==> src/rtl/core/ils_pkg.sv <==
// ----------------------------------------------------------------------------
// ils_pkg
// Shared constants and types for the indexed list store: the default
// capacity, the action codes of a request word and the sequencer states.
// ----------------------------------------------------------------------------
package ils_pkg;

	// Default number of entries held by the store.
	localparam int ILS_CAPACITY = 64;

	// Action codes carried in the request word.
	typedef enum logic [2:0] {
		ACT_APPEND    = 3'd0,
		ACT_READ      = 3'd1,
		ACT_OVERWRITE = 3'd2,
		ACT_INSERT    = 3'd3,
		ACT_REMOVE    = 3'd4,
		ACT_SEARCH    = 3'd5,
		ACT_CLEAR     = 3'd6
	} action_t;

	// Sequencer states.
	typedef enum logic [2:0] {
		ST_IDLE,
		ST_RD,
		ST_UP,
		ST_DN,
		ST_SR,
		ST_DRAIN,
		ST_PUT,
		ST_FIN
	} state_t;

endpackage

==> src/rtl/core/indexed_list_store_top.sv <==
// ----------------------------------------------------------------------------
// indexed_list_store_top
// Ordered list of nonzero 32-bit words with append, read, overwrite, insert,
// remove, search and clear, one response word per request word.
// ----------------------------------------------------------------------------
// The block takes one request word at a time and answers each with exactly
// one response word. Read reads one entry; insert in the middle, remove and
// search walk the entry memory one entry per cycle, over at most the current
// length (up to the default capacity of 64 entries). Append, overwrite, clear
// and any rejected request write at most one entry and walk nothing. The
// entry memory has one write port and one read port with registered read
// data. A finished response waits in an output register; the next request
// is taken once the current one has been handed to that register. No
// clearing pass follows reset: only entries below the current length are
// ever read.
module indexed_list_store_top
	import ils_pkg::*;
#(
	parameter int CAPACITY = ILS_CAPACITY
) (
	input  logic        clk,
	input  logic        arst_n,
	// Request channel
	input  logic        req_valid,
	output logic        req_stall,
	input  logic [2:0]  action,
	input  logic [6:0]  position,
	input  logic [31:0] element,
	// Response channel
	output logic        rsp_valid,
	input  logic        rsp_stall,
	output logic        status,
	output logic [31:0] data,
	output logic        found,
	output logic [5:0]  found_index,
	output logic [6:0]  length,
	output logic        empty_res
);

	localparam int AW = $clog2(CAPACITY);
	localparam int CW = $clog2(CAPACITY + 1);

	logic          mem_wr_en;
	logic [AW-1:0] mem_wr_addr;
	logic [31:0]   mem_wr_data;
	logic [AW-1:0] mem_rd_addr;
	logic [31:0]   mem_rd_data;

	// Request sequencer and output register.
	ils_ctrl #(
		.CAPACITY (CAPACITY),
		.AW       (AW),
		.CW       (CW)
	) u_ctrl (
		.clk         (clk),
		.arst_n      (arst_n),
		.req_valid   (req_valid),
		.req_stall   (req_stall),
		.action      (action),
		.position    (position),
		.element     (element),
		.rsp_valid   (rsp_valid),
		.rsp_stall   (rsp_stall),
		.status      (status),
		.data        (data),
		.found       (found),
		.found_index (found_index),
		.length      (length),
		.empty_res   (empty_res),
		.mem_wr_en   (mem_wr_en),
		.mem_wr_addr (mem_wr_addr),
		.mem_wr_data (mem_wr_data),
		.mem_rd_addr (mem_rd_addr),
		.mem_rd_data (mem_rd_data)
	);

	// Entry memory.
	ils_mem #(
		.DEPTH (CAPACITY),
		.AW    (AW)
	) u_mem (
		.clk     (clk),
		.wr_en   (mem_wr_en),
		.wr_addr (mem_wr_addr),
		.wr_data (mem_wr_data),
		.rd_addr (mem_rd_addr),
		.rd_data (mem_rd_data)
	);

endmodule

==> src/rtl/core/ils_mem.sv <==
// ----------------------------------------------------------------------------
// ils_mem
// Entry memory of the list: one write port and one read port, with the
// read data registered.
// ----------------------------------------------------------------------------
module ils_mem
	import ils_pkg::*;
#(
	parameter int DEPTH = ILS_CAPACITY,
	parameter int AW    = $clog2(DEPTH)
) (
	input  logic          clk,
	input  logic          wr_en,
	input  logic [AW-1:0] wr_addr,
	input  logic [31:0]   wr_data,
	input  logic [AW-1:0] rd_addr,
	output logic [31:0]   rd_data
);

	logic [31:0] mem_q [DEPTH];

	// Synchronous write and registered read.
	always_ff @(posedge clk) begin
		if (wr_en) begin
			mem_q[wr_addr] <= wr_data;
		end
		rd_data <= mem_q[rd_addr];
	end

endmodule

==> src/rtl/core/ils_ctrl.sv <==
// ----------------------------------------------------------------------------
// ils_ctrl
// Request sequencer of the indexed list store. It decodes one request word,
// walks the entry memory one entry per cycle for shifts and searches, keeps
// the entry count and holds the response word in an output register.
// ----------------------------------------------------------------------------
module ils_ctrl
	import ils_pkg::*;
#(
	parameter int CAPACITY = ILS_CAPACITY,
	parameter int AW       = $clog2(CAPACITY),
	parameter int CW       = $clog2(CAPACITY + 1)
) (
	input  logic          clk,
	input  logic          arst_n,
	// Request channel
	input  logic          req_valid,
	output logic          req_stall,
	input  logic [2:0]    action,
	input  logic [6:0]    position,
	input  logic [31:0]   element,
	// Response channel
	output logic          rsp_valid,
	input  logic          rsp_stall,
	output logic          status,
	output logic [31:0]   data,
	output logic          found,
	output logic [5:0]    found_index,
	output logic [6:0]    length,
	output logic          empty_res,
	// Entry memory
	output logic          mem_wr_en,
	output logic [AW-1:0] mem_wr_addr,
	output logic [31:0]   mem_wr_data,
	output logic [AW-1:0] mem_rd_addr,
	input  logic [31:0]   mem_rd_data
);

	localparam int MW = (CW > 7) ? CW : 7;

	state_t         state_q, state_d;
	logic [AW-1:0]  ptr_q, ptr_d;
	logic [2:0]     act_q, act_d;
	logic [AW-1:0]  pos_q, pos_d;
	logic [31:0]    elem_q, elem_d;
	logic [CW-1:0]  cnt_q, cnt_d;
	logic           err_q, err_d;
	logic [31:0]    data_q, data_d;
	logic           found_q, found_d;
	logic [AW-1:0]  idx_q, idx_d;
	logic           rd_vld_s1, vld_d;
	logic [AW-1:0]  rd_tag_s1, tag_d;
	logic           rd_cap_s1, cap_d;
	logic           out_load;
	logic           rsp_valid_q;
	logic           out_status_q;
	logic [31:0]    out_data_q;
	logic           out_found_q;
	logic [5:0]     out_idx_q;
	logic [6:0]     out_len_q;
	logic           out_empty_q;

	logic [MW-1:0]  pos_w;
	logic [MW-1:0]  cnt_w;
	logic           elem_nz;
	logic           pos_lt;
	logic           pos_eq;
	logic           full;
	logic [AW-1:0]  cnt_idx;
	logic [AW-1:0]  last_idx;
	logic           hit;

	// Request checks against the current entry count.
	assign pos_w    = MW'(position);
	assign cnt_w    = MW'(cnt_q);
	assign elem_nz  = (element != 32'd0);
	assign pos_lt   = (pos_w < cnt_w);
	assign pos_eq   = (pos_w == cnt_w);
	assign full     = (cnt_q == CW'(CAPACITY));
	assign cnt_idx  = AW'(cnt_q);
	assign last_idx = AW'(cnt_q - CW'(1));

	// A search compare that finds the first equal entry.
	assign hit = rd_vld_s1 && !rd_cap_s1 && (act_q == ACT_SEARCH) && !found_q
		&& (mem_rd_data == elem_q);

	assign req_stall   = (state_q != ST_IDLE);
	assign mem_rd_addr = ptr_q;

	// Next state, memory port control and result bookkeeping.
	always_comb begin
		state_d     = state_q;
		ptr_d       = ptr_q;
		act_d       = act_q;
		pos_d       = pos_q;
		elem_d      = elem_q;
		cnt_d       = cnt_q;
		err_d       = err_q;
		data_d      = data_q;
		found_d     = found_q;
		idx_d       = idx_q;
		vld_d       = 1'b0;
		tag_d       = ptr_q;
		cap_d       = 1'b0;
		mem_wr_en   = 1'b0;
		mem_wr_addr = pos_q;
		mem_wr_data = elem_q;
		out_load    = 1'b0;

		// Read data returning from the previous cycle's read.
		if (rd_vld_s1) begin
			if (rd_cap_s1) begin
				data_d = mem_rd_data;
			end else if (act_q == ACT_SEARCH) begin
				if (hit) begin
					found_d = 1'b1;
					idx_d   = rd_tag_s1;
				end
			end else begin
				mem_wr_en   = 1'b1;
				mem_wr_addr = rd_tag_s1;
				mem_wr_data = mem_rd_data;
			end
		end

		case (state_q)
			ST_IDLE: begin
				if (req_valid) begin
					act_d   = action;
					pos_d   = AW'(position);
					elem_d  = element;
					err_d   = 1'b1;
					data_d  = 32'd0;
					found_d = 1'b0;
					idx_d   = '0;
					state_d = ST_FIN;
					case (action)
						ACT_APPEND: begin
							if (elem_nz && !full) begin
								err_d       = 1'b0;
								mem_wr_en   = 1'b1;
								mem_wr_addr = cnt_idx;
								mem_wr_data = element;
								cnt_d       = cnt_q + CW'(1);
							end
						end
						ACT_READ: begin
							if (pos_lt) begin
								err_d   = 1'b0;
								ptr_d   = AW'(position);
								state_d = ST_RD;
							end
						end
						ACT_OVERWRITE: begin
							if (elem_nz && pos_lt) begin
								err_d       = 1'b0;
								mem_wr_en   = 1'b1;
								mem_wr_addr = AW'(position);
								mem_wr_data = element;
							end else if (elem_nz && pos_eq && !full) begin
								err_d       = 1'b0;
								mem_wr_en   = 1'b1;
								mem_wr_addr = cnt_idx;
								mem_wr_data = element;
								cnt_d       = cnt_q + CW'(1);
							end
						end
						ACT_INSERT: begin
							if (elem_nz && !full && pos_eq) begin
								err_d       = 1'b0;
								mem_wr_en   = 1'b1;
								mem_wr_addr = cnt_idx;
								mem_wr_data = element;
								cnt_d       = cnt_q + CW'(1);
							end else if (elem_nz && !full && pos_lt) begin
								err_d   = 1'b0;
								ptr_d   = last_idx;
								state_d = ST_UP;
							end
						end
						ACT_REMOVE: begin
							if (pos_lt) begin
								err_d   = 1'b0;
								ptr_d   = AW'(position);
								state_d = ST_DN;
							end
						end
						ACT_SEARCH: begin
							if (elem_nz) begin
								err_d = 1'b0;
								ptr_d = '0;
								if (cnt_q != '0) begin
									state_d = ST_SR;
								end
							end
						end
						ACT_CLEAR: begin
							err_d = 1'b0;
							cnt_d = '0;
						end
						default: begin
						end
					endcase
				end
			end
			// Single read whose word is returned.
			ST_RD: begin
				vld_d   = 1'b1;
				cap_d   = 1'b1;
				state_d = ST_DRAIN;
			end
			// Shift the tail up, walking from the last entry down to the slot.
			ST_UP: begin
				vld_d = 1'b1;
				tag_d = ptr_q + AW'(1);
				if (ptr_q == pos_q) begin
					state_d = ST_DRAIN;
				end else begin
					ptr_d = ptr_q - AW'(1);
				end
			end
			// Capture the removed word, then shift the tail down.
			ST_DN: begin
				vld_d = 1'b1;
				cap_d = (ptr_q == pos_q);
				tag_d = ptr_q - AW'(1);
				if (ptr_q == last_idx) begin
					state_d = ST_DRAIN;
				end else begin
					ptr_d = ptr_q + AW'(1);
				end
			end
			// Scan upward until the first equal entry or the end of the list.
			ST_SR: begin
				vld_d = 1'b1;
				if (hit) begin
					state_d = ST_FIN;
				end else if (ptr_q == last_idx) begin
					state_d = ST_DRAIN;
				end else begin
					ptr_d = ptr_q + AW'(1);
				end
			end
			// Last read word is handled above; settle the count.
			ST_DRAIN: begin
				if (act_q == ACT_REMOVE) begin
					cnt_d = cnt_q - CW'(1);
				end
				state_d = (act_q == ACT_INSERT) ? ST_PUT : ST_FIN;
			end
			// Place the inserted word into the opened slot.
			ST_PUT: begin
				mem_wr_en   = 1'b1;
				mem_wr_addr = pos_q;
				mem_wr_data = elem_q;
				cnt_d       = cnt_q + CW'(1);
				state_d     = ST_FIN;
			end
			// Hand the response word to the output register once it is free.
			ST_FIN: begin
				if (!rsp_valid_q || !rsp_stall) begin
					out_load = 1'b1;
					state_d  = ST_IDLE;
				end
			end
			default: begin
				state_d = ST_IDLE;
			end
		endcase
	end

	// Control state.
	always_ff @(posedge clk or negedge arst_n) begin
		if (!arst_n) begin
			state_q   <= ST_IDLE;
			cnt_q     <= '0;
			rd_vld_s1 <= 1'b0;
		end else begin
			state_q   <= state_d;
			cnt_q     <= cnt_d;
			rd_vld_s1 <= vld_d;
		end
	end

	// Request fields, walk pointer and staged result.
	always_ff @(posedge clk) begin
		ptr_q     <= ptr_d;
		act_q     <= act_d;
		pos_q     <= pos_d;
		elem_q    <= elem_d;
		err_q     <= err_d;
		data_q    <= data_d;
		found_q   <= found_d;
		idx_q     <= idx_d;
		rd_tag_s1 <= tag_d;
		rd_cap_s1 <= cap_d;
	end

	// Output word valid flag.
	always_ff @(posedge clk or negedge arst_n) begin
		if (!arst_n) begin
			rsp_valid_q <= 1'b0;
		end else if (out_load) begin
			rsp_valid_q <= 1'b1;
		end else if (!rsp_stall) begin
			rsp_valid_q <= 1'b0;
		end
	end

	// Output word payload.
	always_ff @(posedge clk) begin
		if (out_load) begin
			out_status_q <= err_q;
			out_data_q   <= data_q;
			out_found_q  <= found_q;
			out_idx_q    <= 6'(idx_q);
			out_len_q    <= 7'(cnt_q);
			out_empty_q  <= (cnt_q == '0);
		end
	end

	assign rsp_valid   = rsp_valid_q;
	assign status      = out_status_q;
	assign data        = out_data_q;
	assign found       = out_found_q;
	assign found_index = out_idx_q;
	assign length      = out_len_q;
	assign empty_res   = out_empty_q;

endmodule

==> config.mk <==
export PLATFORM = sky130hd
export DESIGN_NAME = indexed_list_store_top
export DESIGN_NICKNAME = d
export VERILOG_FILES = /design/src/rtl/core/ils_pkg.sv /design/src/rtl/core/indexed_list_store_top.sv /design/src/rtl/core/ils_mem.sv /design/src/rtl/core/ils_ctrl.sv
export SDC_FILE = /design/constraint.sdc
export NUM_CORES = 2
export LEC_CHECK = 0
export BUFFER_PORTS_ARGS = -buffer_cell sky130_fd_sc_hd__buf_2
export CORE_MARGIN = 2
export CORE_UTILIZATION = 45
export DETAILED_ROUTE_END_ITERATION = 10
export PLACE_DENSITY = 0.57
export SYNTH_ARGS = -nofsm -noshare
export SYNTH_HDL_FRONTEND = slang
export SYNTH_SLANG_ARGS = --single-unit
==> constraint.sdc <==
create_clock -name clk -period 5.17 [get_ports clk]
set_clock_uncertainty 0.1 [all_clocks]
set_input_delay 0.7755 -clock clk [delete_from_list [all_inputs] [get_ports clk]]
set_output_delay 0.7755 -clock clk [all_outputs]
set_load 0.01 [all_outputs]
==> metrics.md <==
| Metric | Value |
|---|---|
| Count of flip-flops with a built-in enable after synthesis | `about 2100` |
| Critical path class | `reg2reg` |
| Number of vias after detailed routing | `45900` |
| Worst max-slew margin expressed relative to the limit | `0.133` |
| Status | `finished clean` |
| Total Wirelength | `246 mm` |
| Std cell rows | `161` |
| Detail-routed via count per cell | `6.07` |
| Area of the mapped netlist | `approximately 87000 µm²` |
| Share of flip-flops with an asynchronous set or reset after synthesis | `0.00537` |
| Die area | `just under 200000 µm²` |
| Final Max Tran Viols | `0` |
| Transition time at the pin with the least slew margin | `approximately 1.3 ns` |
| Syn nets | `4526` |
| Count of pins on the block boundary | `96` |
| Clock insertion delay at the later pin of the skew report | `0.86 ns` |
| Post-Synthesis Cells | `about 4500` |
| Post-place setup slack | `0.170 ns` |
| Max Fclk | `0.202 GHz` |
| Post-cts resize count | `0` |
| Final hold vios | `0` |
| Launching element type of the critical path | `flop` |
| WP buf/inv | `3` |
| Clock tree sinks | `2234` |
| Footprint of the flip-flops and latches | `66200 µm²` |
| Setup repair after global routing missed its margin | `false` |
| Worst Hold Margin | `0.0600 ns` |
| Initial Utilization | `0.453` |
| Area added between synthesis and finish | `16.4%` |
| Distinct cells, synth | `81` |
| HPWL after detailed placement | `around 150 mm` |
| Fillers | `14900` |
| Global placer's final weighted congestion | `0.891` |
| Share of post-route cells with drive strength above 1 | `0.244` |
| # H-tree levels | `4` |
| Overall routing resource usage | `0.248` |
| Time the worst path needs with I/O delays and setup | `4.96 ns` |
| I/O Buffers | `95` |
| CP Cell Sequence | `inv_1 -> ha_1 -> a21oi_1 -> a21oi_1 -> nor2_1 -> o31ai_1 -> nand2_1 -> o221ai_1 -> nand3_2 -> buf_4 -> nor2_4 -> buf_12` |
| Total DRC errors in the routed layout | `0` |
| Post-route fraction of the period consumed by the critical path | `0.960` |
| Clock slew seen by the registers of the worst setup and hold paths | `0.06 ns` |
| Vias in the first global route | `roughly 45000` |
| Clock tree from TritonCTS | `yes` |
| Clock root buffer | `sky130_fd_sc_hd__clkbuf_16` |
| Detailed-routing iteration count for the pre-antenna-repair pass | `9` |
| Horiz. Die Dim | `444 µm` |
| Critical path's slowest cell | `sky130_fd_sc_hd__nand3_2` |
| Setup violation total in the final timing report | `0` |
| Number of flip-flops and latches in the synthesized netlist | `between 2000 and 2500` |
| Number of buffers created by CTS | `roughly 220` |
| Crit. End Element | `flop` |
| Number of DRC markers in iteration 0 | `5430` |
| Yosys Warn Count | `0` |
| Peak supply drop | `0.000426 V` |
| Critical path's largest stage delay | `approximately 0.65 ns` |
| First-pass GRT wire length | `346 mm` |
| Dominant synthesized flop cell | `sky130_fd_sc_hd__edfxtp_1` |
| Number of antenna violations at the first check in global routing | `11` |
| Height of the die | `444 µm` |
| Data arrival time of the worst path | `5.38 ns` |
| Kind of cell with the highest combined delay on the critical path | `compound AO/OA/AOI/OAI gates` |
| Area of the core | `192000 µm²` |
| Worst EP required | `roughly 5.6 ns` |
| End-of-flow core utilization | `0.527` |
| Number of routed nets with antenna violations | `0` |
| Max Cap Violations | `0` |
| Max FO, Critical Path | `32` |
| Final worst setup slack | `0.209 ns` |
| Setup tns final | `0 ns` |
| Longest Clk Path Bufs | `3` |
| Power density normalized to cell area | `~600 nW/µm²` |
| Count of nets after finishing | `about 4900` |
| Total area of multi-input combinational cells | `20600 µm²` |
| GRT overflow | `0` |
| Synthesized area divided by synthesized cell count | `19.5 µm²` |
| Cell repeated most along the worst path | `sky130_fd_sc_hd__a21oi_1` |
| Post-synthesis sequential area ratio | `0.760` |
| Reported leakage power | `32.9 nW` |
| Worst Hold Class | `in2reg` |
| Post-detailed-route wirelength per cell | `32.5 µm` |
| Pin count of the biggest net entering global routing | `102` |
worst reg2reg max path: cells and delay by family (launching register included):
| kind | cells | cell delay [ns] |
|---|---|---|
| buffers and inverters | 3 | 0.88 |
| and+or+nand+nor | 4 | 1.23 |
| adders and majority gates | 1 | 0.37 |
| DFF | 1 | 0.58 |
| AOI/OAI and AO/OA | 4 | 1.43 |
final timing paths:
check | startpoint | to | slack (ns) | cells after the start
worst min register to register | u_ctrl.data_q[19]$_DFF_P_ | u_ctrl.data[19]$_DFFE_PP_ | 0.33 | 0
worst min-delay path | element[29] | u_ctrl.elem_q[29]$_DFFE_PP_ | 0.06 | 1
max in group asynchronous | arst_n | u_ctrl.cnt_q[0]$_DFFE_PN0P_ | 4.45 | 2
min in group asynchronous | arst_n | u_ctrl.rd_vld_s1$_DFF_PN0_ | 0.25 | 2
worst max register to register | u_ctrl.cnt_q[2]$_DFFE_PN0P_ | u_mem.mem_q[20][29]$_DFFE_PP_ | 0.21 | 12
worst max-delay path | u_ctrl.cnt_q[2]$_DFFE_PN0P_ | u_mem.mem_q[20][29]$_DFFE_PP_ | 0.21 | 12
synth_stat cells, types with 42 or more instances:
library cell	n	share of area
sky130_fd_sc_hd__a21oi_1	177	0.010
sky130_fd_sc_hd__nor2_1	227	0.0098
sky130_fd_sc_hd__edfxtp_1	2144	0.74
sky130_fd_sc_hd__o21ai_0	66	0.0038
sky130_fd_sc_hd__mux4_2	397	0.10
sky130_fd_sc_hd__mux2i_1	362	0.042
sky130_fd_sc_hd__a211oi_1	42	0.0036
sky130_fd_sc_hd__nand2_1	145	0.0062
sky130_fd_sc_hd__o22ai_1	74	0.0053
sky130_fd_sc_hd__dfxtp_1	78	0.018
sky130_fd_sc_hd__buf_2	71	0.0041
sky130_fd_sc_hd__xnor2_1	47	0.0047
sky130_fd_sc_hd__o221ai_1	131	0.013
sky130_fd_sc_hd__clkbuf_1	145	0.0062
layout by cell type, fill, tap and decap left out, drive strengths merged, types with 27 or more instances in the layout:
cell	instances
mux2i	362
buf	384
clkinv	95
nor2	229
xnor2	47
and2	29
a211oi	42
o221ai	131
nand2	145
o22ai	74
edfxtp	2144
nand3	27
mux4	397
dfxtp	78
o21ai	67
clkbuf	286
nor3	27
a21oi	177
kinds of logic after synthesis:
group,share of synthesized area
flops,0.760
mux,0.145
compound gates,0.0470
simple gates,0.0272
buf+inv,0.0131
xor+xnor,0.00573
fa+ha+maj,0.00158
area by class of cell:
type	instances	area share
Clock buffer	286	0.0587
Antenna cell	6	0.000148
Clock inverter	123	0.0104
Tap cell	2526	0.0312
Multi-Input combinational cell	1963	0.203
Sequential cell	2234	0.653
Timing Repair Buffer	410	0.0422
Inverter	17	0.000703
where the power goes:
group	leakage (nW)	internal [W]	switching, W
Sequential	20.1	0.0230	0.000710
Combinational	9.34	0.00745	0.0140
Clock	3.44	0.00896	0.00669
flip-flops by register name, summed over array words and instances (netlist names), 3 cells and up:
signal              count
u_ctrl.elem_q          32
u_ctrl.data_q          32
u_mem.mem_q          2048
u_ctrl.rd_tag_s1        6
u_ctrl.idx_q            6
u_ctrl.length           7
u_ctrl.cnt_q            7
u_mem.rd_data          32
u_ctrl.state_q          3
u_ctrl.act_q            3
u_ctrl.found_index      6
u_ctrl.pos_q            6
u_ctrl.mem_rd_addr      6
u_ctrl.data            32
per-layer routing:
metal | part of all wire | track usage
met1 | 0.42 | 0.358
met2 | 0.47 | 0.390
met3 | 0.076 | 0.0429
met4 | 0.030 | 0.0745
met5 | 0.000053 | 0
stage by stage:
| stage | instance area, µm² | instances | power [W] |
|---|---|---|---|
| 6_report | 101000 | 7565 | 0.0609 |
| 4_1_cts | 101000 | 7559 | 0.0612 |
| 2_1_floorplan | 87100 | 4469 | 0.0355 |
| 5_1_grt | 101000 | 7560 | 0.0630 |
| 3_3_place_gp | 94100 | 7124 | 0.0454 |
| 3_5_place_dp | 94100 | 7124 | 0.0456 |
what timing repair did:
item / CTS / global route
hold buffers: 26 / 0
hold endpoints to repair: 37 / 0
setup buffers: 0 / 0
(Power assumes the default switching activity.)
